$ cat src/utf8s_pkg.sv
// ----------------------------------------------------------------------------
// utf8s_pkg
// constants, types and helper functions of the utf8 sanitizer
// ----------------------------------------------------------------------------
package utf8s_pkg;

    localparam int RUN_DEPTH  = 6;
    localparam int HELD_DEPTH = 3;
    localparam int RUN_CNT_W  = $clog2(RUN_DEPTH + 1);

    localparam logic [7:0] CONT_MIN   = 8'h80;
    localparam logic [7:0] CONT_MAX   = 8'hBF;
    localparam logic [7:0] LEAD2_MIN  = 8'hC2;
    localparam logic [7:0] LEAD2_MAX  = 8'hDF;
    localparam logic [7:0] LEAD3_E0   = 8'hE0;
    localparam logic [7:0] E0_MIN     = 8'hA0;
    localparam logic [7:0] LEAD3_ED   = 8'hED;
    localparam logic [7:0] ED_MAX     = 8'h9F;
    localparam logic [7:0] LEAD3_MAX  = 8'hEF;
    localparam logic [7:0] LEAD4_F0   = 8'hF0;
    localparam logic [7:0] F0_MIN     = 8'h90;
    localparam logic [7:0] LEAD4_F4   = 8'hF4;
    localparam logic [7:0] F4_MAX     = 8'h8F;

    localparam logic [7:0] FFFD_B0    = 8'hEF;
    localparam logic [7:0] FFFD_B1    = 8'hBF;
    localparam logic [7:0] FFFD_B2    = 8'hBD;

    localparam logic [2:0] LEN_NONE   = 3'd0;
    localparam logic [2:0] LEN_TWO    = 3'd2;
    localparam logic [2:0] LEN_THREE  = 3'd3;
    localparam logic [2:0] LEN_FOUR   = 3'd4;

    typedef struct packed {
        logic       ok;
        logic [2:0] len;
        logic [7:0] lo;
        logic [7:0] hi;
    } lead_t;

    // one result entry: {any_replaced, byte}
    typedef struct packed {
        logic [RUN_DEPTH-1:0][8:0] ent;
        logic [RUN_CNT_W-1:0]      cnt;
    } run_t;

    function automatic lead_t classify_lead(logic [7:0] c);
        lead_t l;
        l.ok  = 1'b1;
        l.len = LEN_NONE;
        l.lo  = CONT_MIN;
        l.hi  = CONT_MAX;
        if (c >= LEAD2_MIN && c <= LEAD2_MAX) begin
            l.len = LEN_TWO;
        end else if (c == LEAD3_E0) begin
            l.len = LEN_THREE;
            l.lo  = E0_MIN;
        end else if (c == LEAD3_ED) begin
            l.len = LEN_THREE;
            l.hi  = ED_MAX;
        end else if (c > LEAD3_E0 && c <= LEAD3_MAX) begin
            l.len = LEN_THREE;
        end else if (c == LEAD4_F0) begin
            l.len = LEN_FOUR;
            l.lo  = F0_MIN;
        end else if (c == LEAD4_F4) begin
            l.len = LEN_FOUR;
            l.hi  = F4_MAX;
        end else if (c > LEAD4_F0 && c < LEAD4_F4) begin
            l.len = LEN_FOUR;
        end else begin
            l.ok  = 1'b0;
        end
        return l;
    endfunction

    function automatic run_t run_push(run_t r, logic [7:0] b, logic rep);
        run_t o;
        o = r;
        if (r.cnt < RUN_CNT_W'(RUN_DEPTH)) begin
            o.ent[r.cnt] = {rep, b};
            o.cnt        = r.cnt + RUN_CNT_W'(1);
        end
        return o;
    endfunction

    function automatic run_t run_push_fffd(run_t r);
        run_t o;
        o = run_push(r, FFFD_B0, 1'b1);
        o = run_push(o, FFFD_B1, 1'b1);
        o = run_push(o, FFFD_B2, 1'b1);
        return o;
    endfunction

endpackage

$ cat src/utf8_sanitizer.sv
// ----------------------------------------------------------------------------
// utf8_sanitizer
// streaming utf-8 repair: well-formed text passes through, each maximal
// ill-formed subpart becomes U+FFFD (EF BF BD)
//
// input channel s_*: one raw byte per request, s_in_last on the final byte
// of a text. result channel m_*: one output byte per request, m_run_last on
// the last byte caused by an input, m_text_end on the final byte of a text,
// m_any_replaced sticky within the text.
// an accepted byte is decoded in the same cycle and its 0 to 6 result bytes
// land in a result register; the first one is shown in the next cycle.
// the result register drains one byte per cycle while m_ready is high.
// throughput: one input per cycle while each input gives at most one byte
// and m_ready is high; an input giving more bytes holds the input side until
// its last byte is taken. held-back bytes of a partial sequence give no result.
// a stalled receiver holds the current result; the input is accepted again
// in the cycle the last pending result is taken.
// reset clears the pending sequence and the replacement flag and empties the
// result register; m_valid is low in the cycle after reset.
// ----------------------------------------------------------------------------
module utf8_sanitizer (
    input  logic       aclk,
    input  logic       aresetn,
    input  logic       s_valid,
    output logic       s_ready,
    input  logic [7:0] s_in_byte,
    input  logic       s_in_last,
    output logic       m_valid,
    input  logic       m_ready,
    output logic [7:0] m_out_byte,
    output logic       m_run_last,
    output logic       m_text_end,
    output logic       m_any_replaced
);
    import utf8s_pkg::*;

    logic [7:0]           held_reg [HELD_DEPTH];
    logic [7:0]           held_next [HELD_DEPTH];
    logic [1:0]           held_cnt_reg, held_cnt_next;
    logic [2:0]           exp_len_reg, exp_len_next;
    logic [7:0]           sec_min_reg, sec_min_next;
    logic [7:0]           sec_max_reg, sec_max_next;
    logic                 replaced_reg, replaced_next;

    logic [RUN_DEPTH-1:0][8:0] run_ent_reg;
    logic [RUN_CNT_W-1:0] run_cnt_reg;
    logic [RUN_CNT_W-1:0] run_idx_reg;
    logic                 run_end_reg;

    run_t                 run_next;
    lead_t                lead;
    logic [7:0]           in_lo, in_hi;
    logic                 do_fresh;
    logic                 rep;
    logic                 last_pos;
    logic                 s_fire, m_fire;
    logic [8:0]           cur_ent;

    // decode of one input byte against the pending sequence
    always_comb begin
        run_next      = '0;
        rep           = replaced_reg;
        held_next     = held_reg;
        held_cnt_next = held_cnt_reg;
        exp_len_next  = exp_len_reg;
        sec_min_next  = sec_min_reg;
        sec_max_next  = sec_max_reg;
        do_fresh      = 1'b0;
        lead          = classify_lead(s_in_byte);
        in_lo         = (held_cnt_reg == 2'd1) ? sec_min_reg : CONT_MIN;
        in_hi         = (held_cnt_reg == 2'd1) ? sec_max_reg : CONT_MAX;

        if (held_cnt_reg == 2'd0) begin
            do_fresh = 1'b1;
        end else if (s_in_byte >= in_lo && s_in_byte <= in_hi) begin
            if ({1'b0, held_cnt_reg} + 3'd1 >= exp_len_reg) begin
                for (int k = 0; k < HELD_DEPTH; k++) begin
                    if (2'(k) < held_cnt_reg) begin
                        run_next = run_push(run_next, held_reg[k], rep);
                    end
                end
                run_next      = run_push(run_next, s_in_byte, rep);
                held_cnt_next = 2'd0;
                exp_len_next  = LEN_NONE;
                sec_min_next  = CONT_MIN;
                sec_max_next  = CONT_MAX;
            end else begin
                held_next[held_cnt_reg] = s_in_byte;
                held_cnt_next           = held_cnt_reg + 2'd1;
            end
        end else begin
            // broken sequence: flush one replacement, then retry the byte
            rep           = 1'b1;
            run_next      = run_push_fffd(run_next);
            held_cnt_next = 2'd0;
            exp_len_next  = LEN_NONE;
            sec_min_next  = CONT_MIN;
            sec_max_next  = CONT_MAX;
            do_fresh      = 1'b1;
        end

        if (do_fresh) begin
            if (!s_in_byte[7]) begin
                run_next = run_push(run_next, s_in_byte, rep);
            end else if (lead.ok) begin
                held_next[0]  = s_in_byte;
                held_cnt_next = 2'd1;
                exp_len_next  = lead.len;
                sec_min_next  = lead.lo;
                sec_max_next  = lead.hi;
            end else begin
                rep      = 1'b1;
                run_next = run_push_fffd(run_next);
            end
        end

        replaced_next = rep;
        if (s_in_last) begin
            if (held_cnt_next != 2'd0) begin
                run_next = run_push_fffd(run_next);
            end
            held_cnt_next = 2'd0;
            exp_len_next  = LEN_NONE;
            sec_min_next  = CONT_MIN;
            sec_max_next  = CONT_MAX;
            replaced_next = 1'b0;
        end
    end

    assign m_valid        = (run_idx_reg != run_cnt_reg);
    assign last_pos       = (run_idx_reg + RUN_CNT_W'(1) == run_cnt_reg);
    assign cur_ent        = run_ent_reg[run_idx_reg];
    assign m_out_byte     = cur_ent[7:0];
    assign m_any_replaced = cur_ent[8];
    assign m_run_last     = last_pos;
    assign m_text_end     = last_pos && run_end_reg;
    assign s_ready        = !m_valid || (m_ready && last_pos);
    assign s_fire         = s_valid && s_ready;
    assign m_fire         = m_valid && m_ready;

    always_ff @(posedge aclk) begin
        if (!aresetn) begin
            held_cnt_reg <= 2'd0;
            exp_len_reg  <= LEN_NONE;
            sec_min_reg  <= CONT_MIN;
            sec_max_reg  <= CONT_MAX;
            replaced_reg <= 1'b0;
            run_cnt_reg  <= '0;
            run_idx_reg  <= '0;
            run_end_reg  <= 1'b0;
        end else if (s_fire) begin
            held_cnt_reg <= held_cnt_next;
            exp_len_reg  <= exp_len_next;
            sec_min_reg  <= sec_min_next;
            sec_max_reg  <= sec_max_next;
            replaced_reg <= replaced_next;
            run_cnt_reg  <= run_next.cnt;
            run_idx_reg  <= '0;
            run_end_reg  <= s_in_last;
        end else if (m_fire) begin
            run_idx_reg  <= run_idx_reg + RUN_CNT_W'(1);
        end
    end

    always_ff @(posedge aclk) begin
        if (s_fire) begin
            held_reg    <= held_next;
            run_ent_reg <= run_next.ent;
        end
    end

endmodule

$ cat config.mk
export PLATFORM = sky130hd
export DESIGN_NAME = utf8_sanitizer
export DESIGN_NICKNAME = d
export VERILOG_FILES = /design/src/utf8s_pkg.sv /design/src/utf8_sanitizer.sv
export SDC_FILE = /design/constraint.sdc
export NUM_CORES = 1
export LEC_CHECK = 0
export BUFFER_PORTS_ARGS = -buffer_cell sky130_fd_sc_hd__buf_2
export CELL_PAD_IN_SITES_DETAIL_PLACEMENT = 1
export CELL_PAD_IN_SITES_GLOBAL_PLACEMENT = 1
export CORE_AREA = 3 3 145 147
export CTS_BUF_LIST = sky130_fd_sc_hd__clkbuf_16
export DETAILED_ROUTE_END_ITERATION = 8
export DIE_AREA = 0 0 148 150
export GPL_TIMING_DRIVEN = 0
export PLACE_DENSITY = 0.74
export REMOVE_ABC_BUFFERS = 1
export SLEW_MARGIN = 20
export SYNTH_ARGS = -nofsm -noshare
export SYNTH_HDL_FRONTEND = slang
export SYNTH_SLANG_ARGS = --single-unit
$ cat constraint.sdc
create_clock -name aclk -period 9 [get_ports aclk]
set_input_delay 1.35 -clock aclk [delete_from_list [all_inputs] [get_ports aclk]]
set_output_delay 1.35 -clock aclk [all_outputs]
set_load 0.05 [all_outputs]
==> out/qor.csv, run 1 <==
stage,metric,value,unit
status,outcome,completed,
min_path,worst hold path type,reg2reg,
synth,asr flop ratio synth,0,%
worst_setup_path,peak fanout along the critical path,22,
layout,nets@finish,909,
floorplan,Die X,148,um
synth,post-synthesis cell area,7886,um^2
place,IO Port Bufs,25,
synth,synth cell count leaders,"nand2_1, edfxtp_1, a21oi_1",
detailed_routing,routed vias/inst,6.299,
floorplan,# IOs,26,
worst_setup_path,critical path type,in2reg,
clocking,Clock Tree Root,clkbuf_16,
synth,mux cell area share after synthesis,5.013,%
place,detailed placement HPWL,18.92,mm
detailed_routing,WL per Instance,23.29,um
place,Post-Place Setup Slack,-1698,ps
synth,simple-gate share of the synthesized area,20.10,%
power,static leakage,2.856,nW
synth,Mapped Cells,887,
layout,share of layout cells above drive strength 1,13.35,%
detailed_routing,drt drc,0,
timing,setup TNS,0,ps
detailed_routing,drt first-iter violations,599,
synth,Synth area leaders,"edfxtp_1, dfxtp_1, ha_1",
synth,#FFs+latches synth,107,
synth,post-synth top area share,29.70,%
power,peak supply drop,98.43,uV
timing,Final Skew,15.09,ps
worst_setup_path,WP data arrival,8790,ps
detailed_routing,DRT antenna net count,0,
layout,Filler Cell Count,2378,
global_routing,first-pass GRT wire length,41.94,mm
detailed_routing,M1 WL,12.16,mm
detailed_routing,met3 WL,1.512,mm
worst_setup_path,WP data required,9060,ps
timing,WHS,436.1,ps
synth,top-count cell post-synth,nand2_1,
synth,Yosys warnings,0,
clocking,Clock Sinks,107,
place,GP Congestion,0.9465,
global_routing,total track usage,24.02,%
clocking,deepest clock path buffer count,2,
floorplan,Core Box Area,20040,um^2
clocking,CTS H-tree lvls,3,
clocking,hold buffer count at cts,0,
synth,combinational family with the most area after synthesis,compound AO/OA/AOI/OAI gates,
worst_setup_path,crit path launch type,primary input,
layout,final core occ,42.39,%
clocking,CTS buffer count,9,
synth,Synth Area in XOR/XNOR,1.222,%
floorplan,initial core utilization,39.35,%
layout,Final Instance Area,8494,um^2
timing,maximum clock rate,114.5,MHz
layout,Post-Layout Cell Count,1139,
timing,RSZ-0062 raised after global routing,false,
synth,post-synthesis compound-gate area fraction,26.45,%
synth,average size of a mapped cell,8.891,um^2
power,Pwr Density,246.5,nW/um^2
worst_setup_path,Crit. End Element,register,
floorplan,Chip Height,150,um
clocking,post-CTS sizing,15,
layout,Layout Area Growth over Synthesis,7.711,%
synth,sequential area share after synthesis,37.06,%
clocking,Skew-Pair Late Insertion Delay,370,ps
timing,Finish-stage setup viols,0,
timing,final hold vios,0,
global_routing,grt total ovfl,0,
place,placed cell area,8115,um^2
run,maxcap violations,0,
global_routing,vias in the first global route,7142,
global_routing,largest net degree at the start of global routing,70,
synth,Synth area leader,edfxtp_1,
detailed_routing,DRT Pass-1 Iters,5,
clocking,Worst-path clk slew,80,ps
timing,Slew @ Worst Pin,971.8,ps
power,Pwr Total,2.094,mW
floorplan,DIE AREA,22200,um^2
timing,Max-slew headroom,34.98,%
layout,Antenna Diode Count,0,
clocking,clock tree from TritonCTS,built,
detailed_routing,Highest Signal Layer,met4,
detailed_routing,final wirelength,26.52,mm
place,Cell Count Post-Placement,1123,
global_routing,initial antenna violation count,0,
timing,period utilization,97.05,%
synth,distinct cell type count after synthesis,88,
synth,Synth Area in Adders,5.077,%
detailed_routing,DR vias,7174,
clocking,postcts setup bufs,0,
timing,Final Max Tran Viols,0,
synth,Post-synth top flop,edfxtp_1,
timing,"crit path setup slack, layout",265.1,ps
detailed_routing,met2 WL,12.48,mm
synth,number of flops mapped to enable cells by yosys,78,
timing,minimum clock period,8735,ps
floorplan,# rows,52,
-- worst max-delay path, cell delays in order --
cell and delay [ps]:
buf_2 300, inv_1 200, ha_1 330, nor2b_1 120, o21ai_1 110, a211oi_4 410, a21o_4 300, o21ai_2 180
inv_2 230, ha_4 280, clkinv_2 200, nor4_2 460, nor3_1 120, xnor2_1 310, inv_1 120, ha_1 330
o41ai_1 370, a211o_2 270, inv_2 230, ha_4 460, clkinvlp_4 300, nand2_1 150, ha_2 310, a2111oi_0 380
o41ai_1 180, or2_2 340, o21ai_2 190, o211ai_1 210
-- worst paths after layout --
| check | start | to | slack, ps | cells after the start |
|---|---|---|---|---|
| setup / recovery | s_in_byte[0] | run_ent_reg[27] | 270 | 28 |
| hold / removal | sec_max_reg[0] | sec_max_reg[0] | 440 | 1 |
| setup reg to reg | held_cnt_reg[0] | run_ent_reg[27] | 450 | 26 |
| hold reg to reg | sec_max_reg[0] | sec_max_reg[0] | 440 | 1 |
-- metal layers --
layer,GRT usage [%],vias up
li1,-,3347
met1,34.16,3561
met2,38.80,238
met3,3.664,28
met4,5.497,0
met5,0,-
-- cell usage in the layout, fill, tap and decap left out, drive strengths merged, types with 8 or more instances in the layout --
cell	n
nand2	93
mux2i	12
nor3	33
a21o	13
nand3	43
a211oi	16
ha	32
a21oi	67
nor2b	13
dfxtp	29
inv	32
and2	12
a22oi	9
o21ai	63
and3	8
mux4	9
nor2	63
clkbuf	9
nand2b	13
o22ai	13
nor4	11
o211ai	35
edfxtp	78
nand4	8
buf	27
-- cell type report --
type / instances / area, um^2 / share of cell area [%]
well taps: 270 / 337.8 / 3.977
flip-flops and latches: 107 / 2924 / 34.42
clock buffers: 9 / 225.2 / 2.651
repair buffers: 27 / 157.7 / 1.856
inverters: 31 / 126.4 / 1.488
multi-input cells: 688 / 4657 / 54.82
clock inverters: 7 / 66.31 / 0.7807
-- power by group --
group | switching, mW | internal (mW)
combinational | 0.629 | 0.264
clock | 0.209 | 0.196
sequential | 0.0663 | 0.730
-- kinds of logic (layout without fill, tap and decap cells) --
| logic type | Yosys count | in the layout |
|---|---|---|
| flip-flops | 107 | 107 |
| adder cells (fa/ha/maj) | 32 | 32 |
| multiplexers | 26 | 26 |
| XOR/XNOR | 11 | 11 |
| AO/OA/AOI/OAI | 300 | 300 |
| buffers and inverters | 92 | 74 |
| AND/OR/NAND/NOR | 319 | 319 |
Power figures use the tool's default switching activity.
==> inputs of run 2 (changes only) <==
--- a/config.mk
+++ b/config.mk
@@ -8,12 +8,14 @@
 export BUFFER_PORTS_ARGS = -buffer_cell sky130_fd_sc_hd__buf_2
 export CELL_PAD_IN_SITES_DETAIL_PLACEMENT = 1
 export CELL_PAD_IN_SITES_GLOBAL_PLACEMENT = 1
-export CORE_AREA = 3 3 145 147
+export CORE_AREA = 3 3 131 133
 export CTS_BUF_LIST = sky130_fd_sc_hd__clkbuf_16
+export CTS_CLUSTER_SIZE = 10
 export DETAILED_ROUTE_END_ITERATION = 8
-export DIE_AREA = 0 0 148 150
+export DIE_AREA = 0 0 134 136
 export GPL_TIMING_DRIVEN = 0
-export PLACE_DENSITY = 0.74
+export MAX_ROUTING_LAYER = met4
+export PLACE_DENSITY = 0.87
 export REMOVE_ABC_BUFFERS = 1
 export SLEW_MARGIN = 20
 export SYNTH_ARGS = -nofsm -noshare
==> run 2 against run 1 <==
  * Fmax increased by 1.7%
  * Setup slack improved by 140 ps
  * Register-to-register slack better by 110 ps
  * Clock-buffer cell count did not move
  * Critical path depth is 1 lower
  * Final area shrank 0.75%
  * Combinational power increased by 2%
  * Power is 0.49% lower
  * Die area is 18% lower
  * First-iteration DRC count rose by 45%
  * Sequential share of layout area increased by 0.26 points
  * Largest cell class unchanged
  * Largest power group unchanged
==> out/qor.csv, run 2 (same netlist as run 1, synthesis figures left out) <==
stage,metric,value,unit
status,outcome,completed,
timing,Max-slew headroom,32.00,%
floorplan,initial core utilization,49.47,%
timing,period utilization,95.47,%
place,detailed placement HPWL,18.66,mm
floorplan,# rows,46,
worst_setup_path,WP data arrival,8720,ps
clocking,post-CTS sizing,13,
timing,final hold vios,0,
floorplan,Core Box Area,15940,um^2
clocking,CTS buffer count,9,
timing,"crit path setup slack, layout",407.4,ps
place,Cell Count Post-Placement,1070,
worst_setup_path,CP max-delay cell,o32ai_1,
worst_setup_path,peak fanout along the critical path,22,
detailed_routing,DR vias,7430,
clocking,Clock Tree Root,clkbuf_16,
clocking,postcts setup bufs,0,
layout,Post-Layout Cell Count,1086,
timing,maximum clock rate,116.4,MHz
global_routing,grt total ovfl,0,
min_path,worst hold path type,reg2reg,
worst_setup_path,crit path launch type,primary input,
timing,Final Skew,17.85,ps
place,GP Congestion,0.9738,
timing,Finish-stage setup viols,0,
layout,Filler Cell Count,1885,
min_path,Hold Path Depth,1,
layout,Antenna Diode Count,0,
power,static leakage,2.862,nW
detailed_routing,routed vias/inst,6.842,
worst_setup_path,Crit path largest cell delay,490,ps
layout,most frequent cells in the layout,"nand2_1, edfxtp_1, a21oi_1, nor2_1",
min_path,Hold Path End,sec_max_reg[0],
worst_setup_path,FF-to-FF setup slack,560,ps
global_routing,initial antenna violation count,0,
place,Post-Place Setup Slack,-1679,ps
timing,RSZ-0062 raised after global routing,false,
clocking,Clock Sinks,107,
global_routing,largest net degree at the start of global routing,49,
clocking,Skew-Pair Late Insertion Delay,380,ps
clocking,deepest clock path buffer count,2,
timing,Final Max Tran Viols,0,
worst_setup_path,Crit. End Element,register,
clocking,Worst-path clk slew,80,ps
worst_setup_path,R2R depth,26,
place,IO Port Bufs,25,
layout,nets@finish,910,
layout,share of layout cells above drive strength 1,13.33,%
min_path,Hold Crit Start,sec_max_reg[0],
floorplan,# IOs,26,
detailed_routing,final wirelength,26.37,mm
power,peak supply drop,157.0,uV
timing,minimum clock period,8593,ps
power,Pwr Density,247.2,nW/um^2
detailed_routing,WL per Instance,24.28,um
timing,Slew @ Worst Pin,1016,ps
detailed_routing,drt drc,0,
floorplan,Die X,134,um
layout,"most common cell after layout, fill and taps aside",nand2_1,
power,Pwr Total,2.084,mW
clocking,clock tree from TritonCTS,built,
run,maxcap violations,0,
worst_setup_path,RR Startpoint,held_cnt_reg[0],
floorplan,DIE AREA,18220,um^2
global_routing,total track usage,30.07,%
clocking,hold buffer count at cts,0,
global_routing,first-pass GRT wire length,41.48,mm
worst_setup_path,Worst R2R End,run_ent_reg[33],
floorplan,Chip Height,136,um
detailed_routing,DRT antenna net count,0,
global_routing,vias in the first global route,7214,
layout,Layout Area Growth over Synthesis,6.902,%
worst_setup_path,critical path type,in2reg,
clocking,CTS H-tree lvls,3,
worst_setup_path,WP data required,9130,ps
detailed_routing,DRT Pass-1 Iters,5,
detailed_routing,drt first-iter violations,869,
==> run 2: final cells by class <==
class                   instances  area (um^2)  area share, %
clock buffers                   9        225.2          2.671
clock inverters                 7        43.79         0.5194
inverters                      31        122.6          1.454
multi-input cells             688         4671          55.40
flip-flops and latches        107         2924          34.68
well taps                     216        270.3          3.206
repair buffers                 28        173.9          2.063
==> run 2: critical path, delay by kind of cell <==
| kind | cells | cell delay (ps) |
|---|---|---|
| and+or+nand+nor | 5 | 930 |
| adders and majority gates | 4 | 1280 |
| buffers and inverters | 6 | 1540 |
| AOI/OAI and AO/OA | 11 | 3270 |
| xor gates and xnor gates | 1 | 300 |
==> run 2: per-layer routing <==
metal,routed length (um),global-route usage [%],part of all wire [%]
met1,11020,40.11,42
met2,12420,47.53,47
met3,2323,5.811,8.8
met4,610,7.600,2.3
met5,0,-,0
==> run 2: power breakdown <==
part	total, mW	switching (mW)	internal, mW
Clock	0.378	0.191	0.187
Sequential	0.797	0.0690	0.728
Combinational	0.909	0.637	0.272
Total	2.08	0.896	1.19
==> run 2: how the worst max path moves through the flow <==
stage	startpoint	endpoint	slack [ps]	cells after the start
6_report	s_in_byte[2]	run_ent_reg[33]	410	27
5_1_grt	s_in_byte[0]	run_ent_reg[27]	30	28
4_1_cts	s_in_byte[0]	run_ent_reg[27]	180	28
3_5_place_dp	s_in_byte[7]	run_ent_reg[18]	-1680	24
3_3_place_gp	s_in_byte[7]	run_ent_reg[9]	-1350	24
2_1_floorplan	s_in_byte[2]	run_ent_reg[11]	880	25
==> run 2: per-stage QoR <==
stage                     setup TNS, ps  hold WS, ps  cell area (um^2)  util, %
after CTS                             0        445.7              8377    52.54
after floorplan                       0        401.3              7602        -
after global placement           -52170        416.1              7998    50.16
final                                 0        441.1              8431    52.88
after global routing                  0        467.9              8431    52.88
after detailed placement         -65050        426.6              8058    50.54
==> inputs of run 3 (changes only) <==
--- a/config.mk
+++ b/config.mk
@@ -17,7 +17,7 @@
 export MAX_ROUTING_LAYER = met4
 export PLACE_DENSITY = 0.87
 export REMOVE_ABC_BUFFERS = 1
-export SLEW_MARGIN = 20
+export SLEW_MARGIN = 10
 export SYNTH_ARGS = -nofsm -noshare
 export SYNTH_HDL_FRONTEND = slang
 export SYNTH_SLANG_ARGS = --single-unit
==> constraint.sdc (replaced) <==
create_clock -name aclk -period 8.97 [get_ports aclk]
set_input_delay 1.3455 -clock aclk [delete_from_list [all_inputs] [get_ports aclk]]
set_output_delay 1.3455 -clock aclk [all_outputs]
set_load 0.05 [all_outputs]
==> run 3 against run 2 <==
  * Die area stayed put
  * Largest power group unchanged
  * Via count barely moved
  * Routed wire length fell by 0.49%
  * Highest routed layer unchanged
  * Critical path depth decreased by 1
==> out/qor.csv, run 3 (same netlist as run 1, synthesis figures left out) <==
stage,metric,value,unit
status,outcome,completed,
worst_setup_path,WP data arrival,8670,ps
floorplan,Chip Height,136,um
power,Pint,1.213,mW
place,GP Congestion,0.9738,
power,Clock power frac,18.7,%
min_path,worst hold path type,reg2reg,
timing,Finish-stage setup viols,0,
global_routing,initial antenna violation count,0,
detailed_routing,drt first-iter violations,769,
global_routing,vias in the first global route,7356,
worst_setup_path,crit path launch type,primary input,
clocking,Worst-path clk slew,80,ps
detailed_routing,WL per Instance,24.16,um
timing,maximum clock rate,116.9,MHz
power,sequential share of power,37.9,%
global_routing,grt total ovfl,0,
worst_setup_path,FF-to-FF setup slack,510,ps
clocking,CTS H-tree lvls,3,
worst_setup_path,crit path from,s_in_byte[2],
global_routing,first-pass GRT wire length,41.90,mm
place,IO Port Bufs,25,
floorplan,# rows,46,
worst_setup_path,CP endpoint,run_ent_reg[33],
layout,nets@finish,910,
detailed_routing,DRT antenna net count,0,
clocking,Clock Tree Root,clkbuf_16,
floorplan,DIE AREA,18220,um^2
worst_setup_path,Crit. End Element,register,
clocking,Skew-Pair Late Insertion Delay,360,ps
layout,Antenna Diode Count,0,
layout,Layout Area Growth over Synthesis,7.377,%
global_routing,total track usage,30.09,%
power,Comb power frac,43.4,%
worst_setup_path,critical path type,in2reg,
clocking,postcts setup bufs,0,
clocking,Clock Sinks,107,
layout,Filler Cell Count,1873,
place,detailed placement HPWL,18.86,mm
timing,Final Max Tran Viols,0,
floorplan,Core Box Area,15940,um^2
min_path,Hold Crit Start,sec_max_reg[0],
power,static leakage,2.881,nW
detailed_routing,routed vias/inst,6.844,
timing,Final Skew,14.98,ps
floorplan,# IOs,26,
layout,share of layout cells above drive strength 1,13.33,%
clocking,hold buffer count at cts,0,
timing,setup TNS,0,ps
detailed_routing,DR vias,7433,
place,placed cell area,8080,um^2
power,switching portion of total power,42.35,%
clocking,CTS buffer count,9,
worst_setup_path,R2R depth,28,
layout,Final Instance Area,8468,um^2
timing,minimum clock period,8552,ps
clocking,deepest clock path buffer count,2,
place,Cell Count Post-Placement,1070,
detailed_routing,DRT Pass-1 Iters,7,
global_routing,largest net degree at the start of global routing,53,
detailed_routing,drt drc,0,
floorplan,initial core utilization,49.47,%
timing,Max-slew headroom,22.58,%
worst_setup_path,RR Startpoint,held_cnt_reg[1],
clocking,clock tree from TritonCTS,built,
power,Pwr Density,248.5,nW/um^2
worst_setup_path,peak fanout along the critical path,22,
timing,Slew @ Worst Pin,1161,ps
power,Sw Pwr,0.8913,mW
floorplan,Die X,134,um
power,peak supply drop,149.9,uV
layout,Post-Layout Cell Count,1086,
run,maxcap violations,0,
layout,"most common cell after layout, fill and taps aside",nand2_1,
detailed_routing,final wirelength,26.24,mm
worst_setup_path,Worst R2R End,run_ent_reg[33],
timing,period utilization,95.34,%
worst_setup_path,WP data required,9080,ps
layout,most frequent cells in the layout,"nand2_1, edfxtp_1, a21oi_1, nor2_1",
timing,final hold vios,0,
[run 3: per-stage QoR]
step,utilization (%),power (mW),setup WS (ps),hold slack [ps]
after floorplan,-,1.401,851.1,401.3
after global placement,50.16,1.630,-1371,416.1
after detailed placement,50.68,1.684,-1677,428.5
after CTS,52.84,2.087,135.1,447.6
after global routing,53.12,2.209,-16.91,466.7
final,53.12,2.105,417.6,440.6
[run 3: worst min path at each step]
stage | end | slack, ps | cells past startpoint
floorplan | sec_max_reg[0] | 400 | 1
global placement | sec_max_reg[0] | 420 | 1
detailed placement | sec_max_reg[7] | 430 | 1
CTS | sec_max_reg[0] | 450 | 1
global route | sec_max_reg[0] | 470 | 1
finish | sec_max_reg[0] | 440 | 1
[run 3: area by class of cell]
class / count / area (um^2) / share of cell area, %
Clock buffer: 10 / 250.2 / 2.955
Clock inverter: 6 / 37.54 / 0.4433
Inverter: 31 / 122.6 / 1.448
Multi-Input combinational cell: 688 / 4666 / 55.10
Sequential cell: 107 / 2924 / 34.53
Tap cell: 216 / 270.3 / 3.191
Timing Repair Buffer: 28 / 197.7 / 2.335
[run 3: metal layers]
metal	vias to the layer above	GRT usage [%]	part of all wire (%)
li1	3351	-	-
met1	3661	40.27	43
met2	340	47.00	47
met3	81	4.626	7.1
met4	0	10.23	3.2
met5	-	-	0
[run 3: what timing repair did]
action | 4_1_cts | 5_1_grt
setup endpoints to repair | 56 | 44
gates resized for setup | 16 | 6
pin swaps | 0 | 0
[run 3: worst max-delay path: stages]
cell and delay (ps):
buf_2 330, ha_1 320, a211oi_1 230, o21ai_1 150, a211oi_4 410, a21o_4 310
o21ai_2 180, inv_2 220, ha_4 290, clkinv_2 230, nor4_4 400, nor3_1 110
xnor2_1 300, inv_1 110, ha_1 340, o41ai_1 380, a211o_2 290, inv_2 230
ha_4 470, clkinvlp_4 310, nand2_1 150, ha_2 380, nand3_1 130, a211oi_2 480
o211ai_1 210, a221o_1 330
[run 3: power groups by stage]
stage	combinational (mW)	clock, mW	sequential [mW]
4_1_cts	0.890	0.397	0.800
5_1_grt	0.979	0.416	0.815
6_report	0.913	0.393	0.798
3_5_place_dp	0.873	0	0.812
2_1_floorplan	0.619	0	0.782
3_3_place_gp	0.827	0	0.804
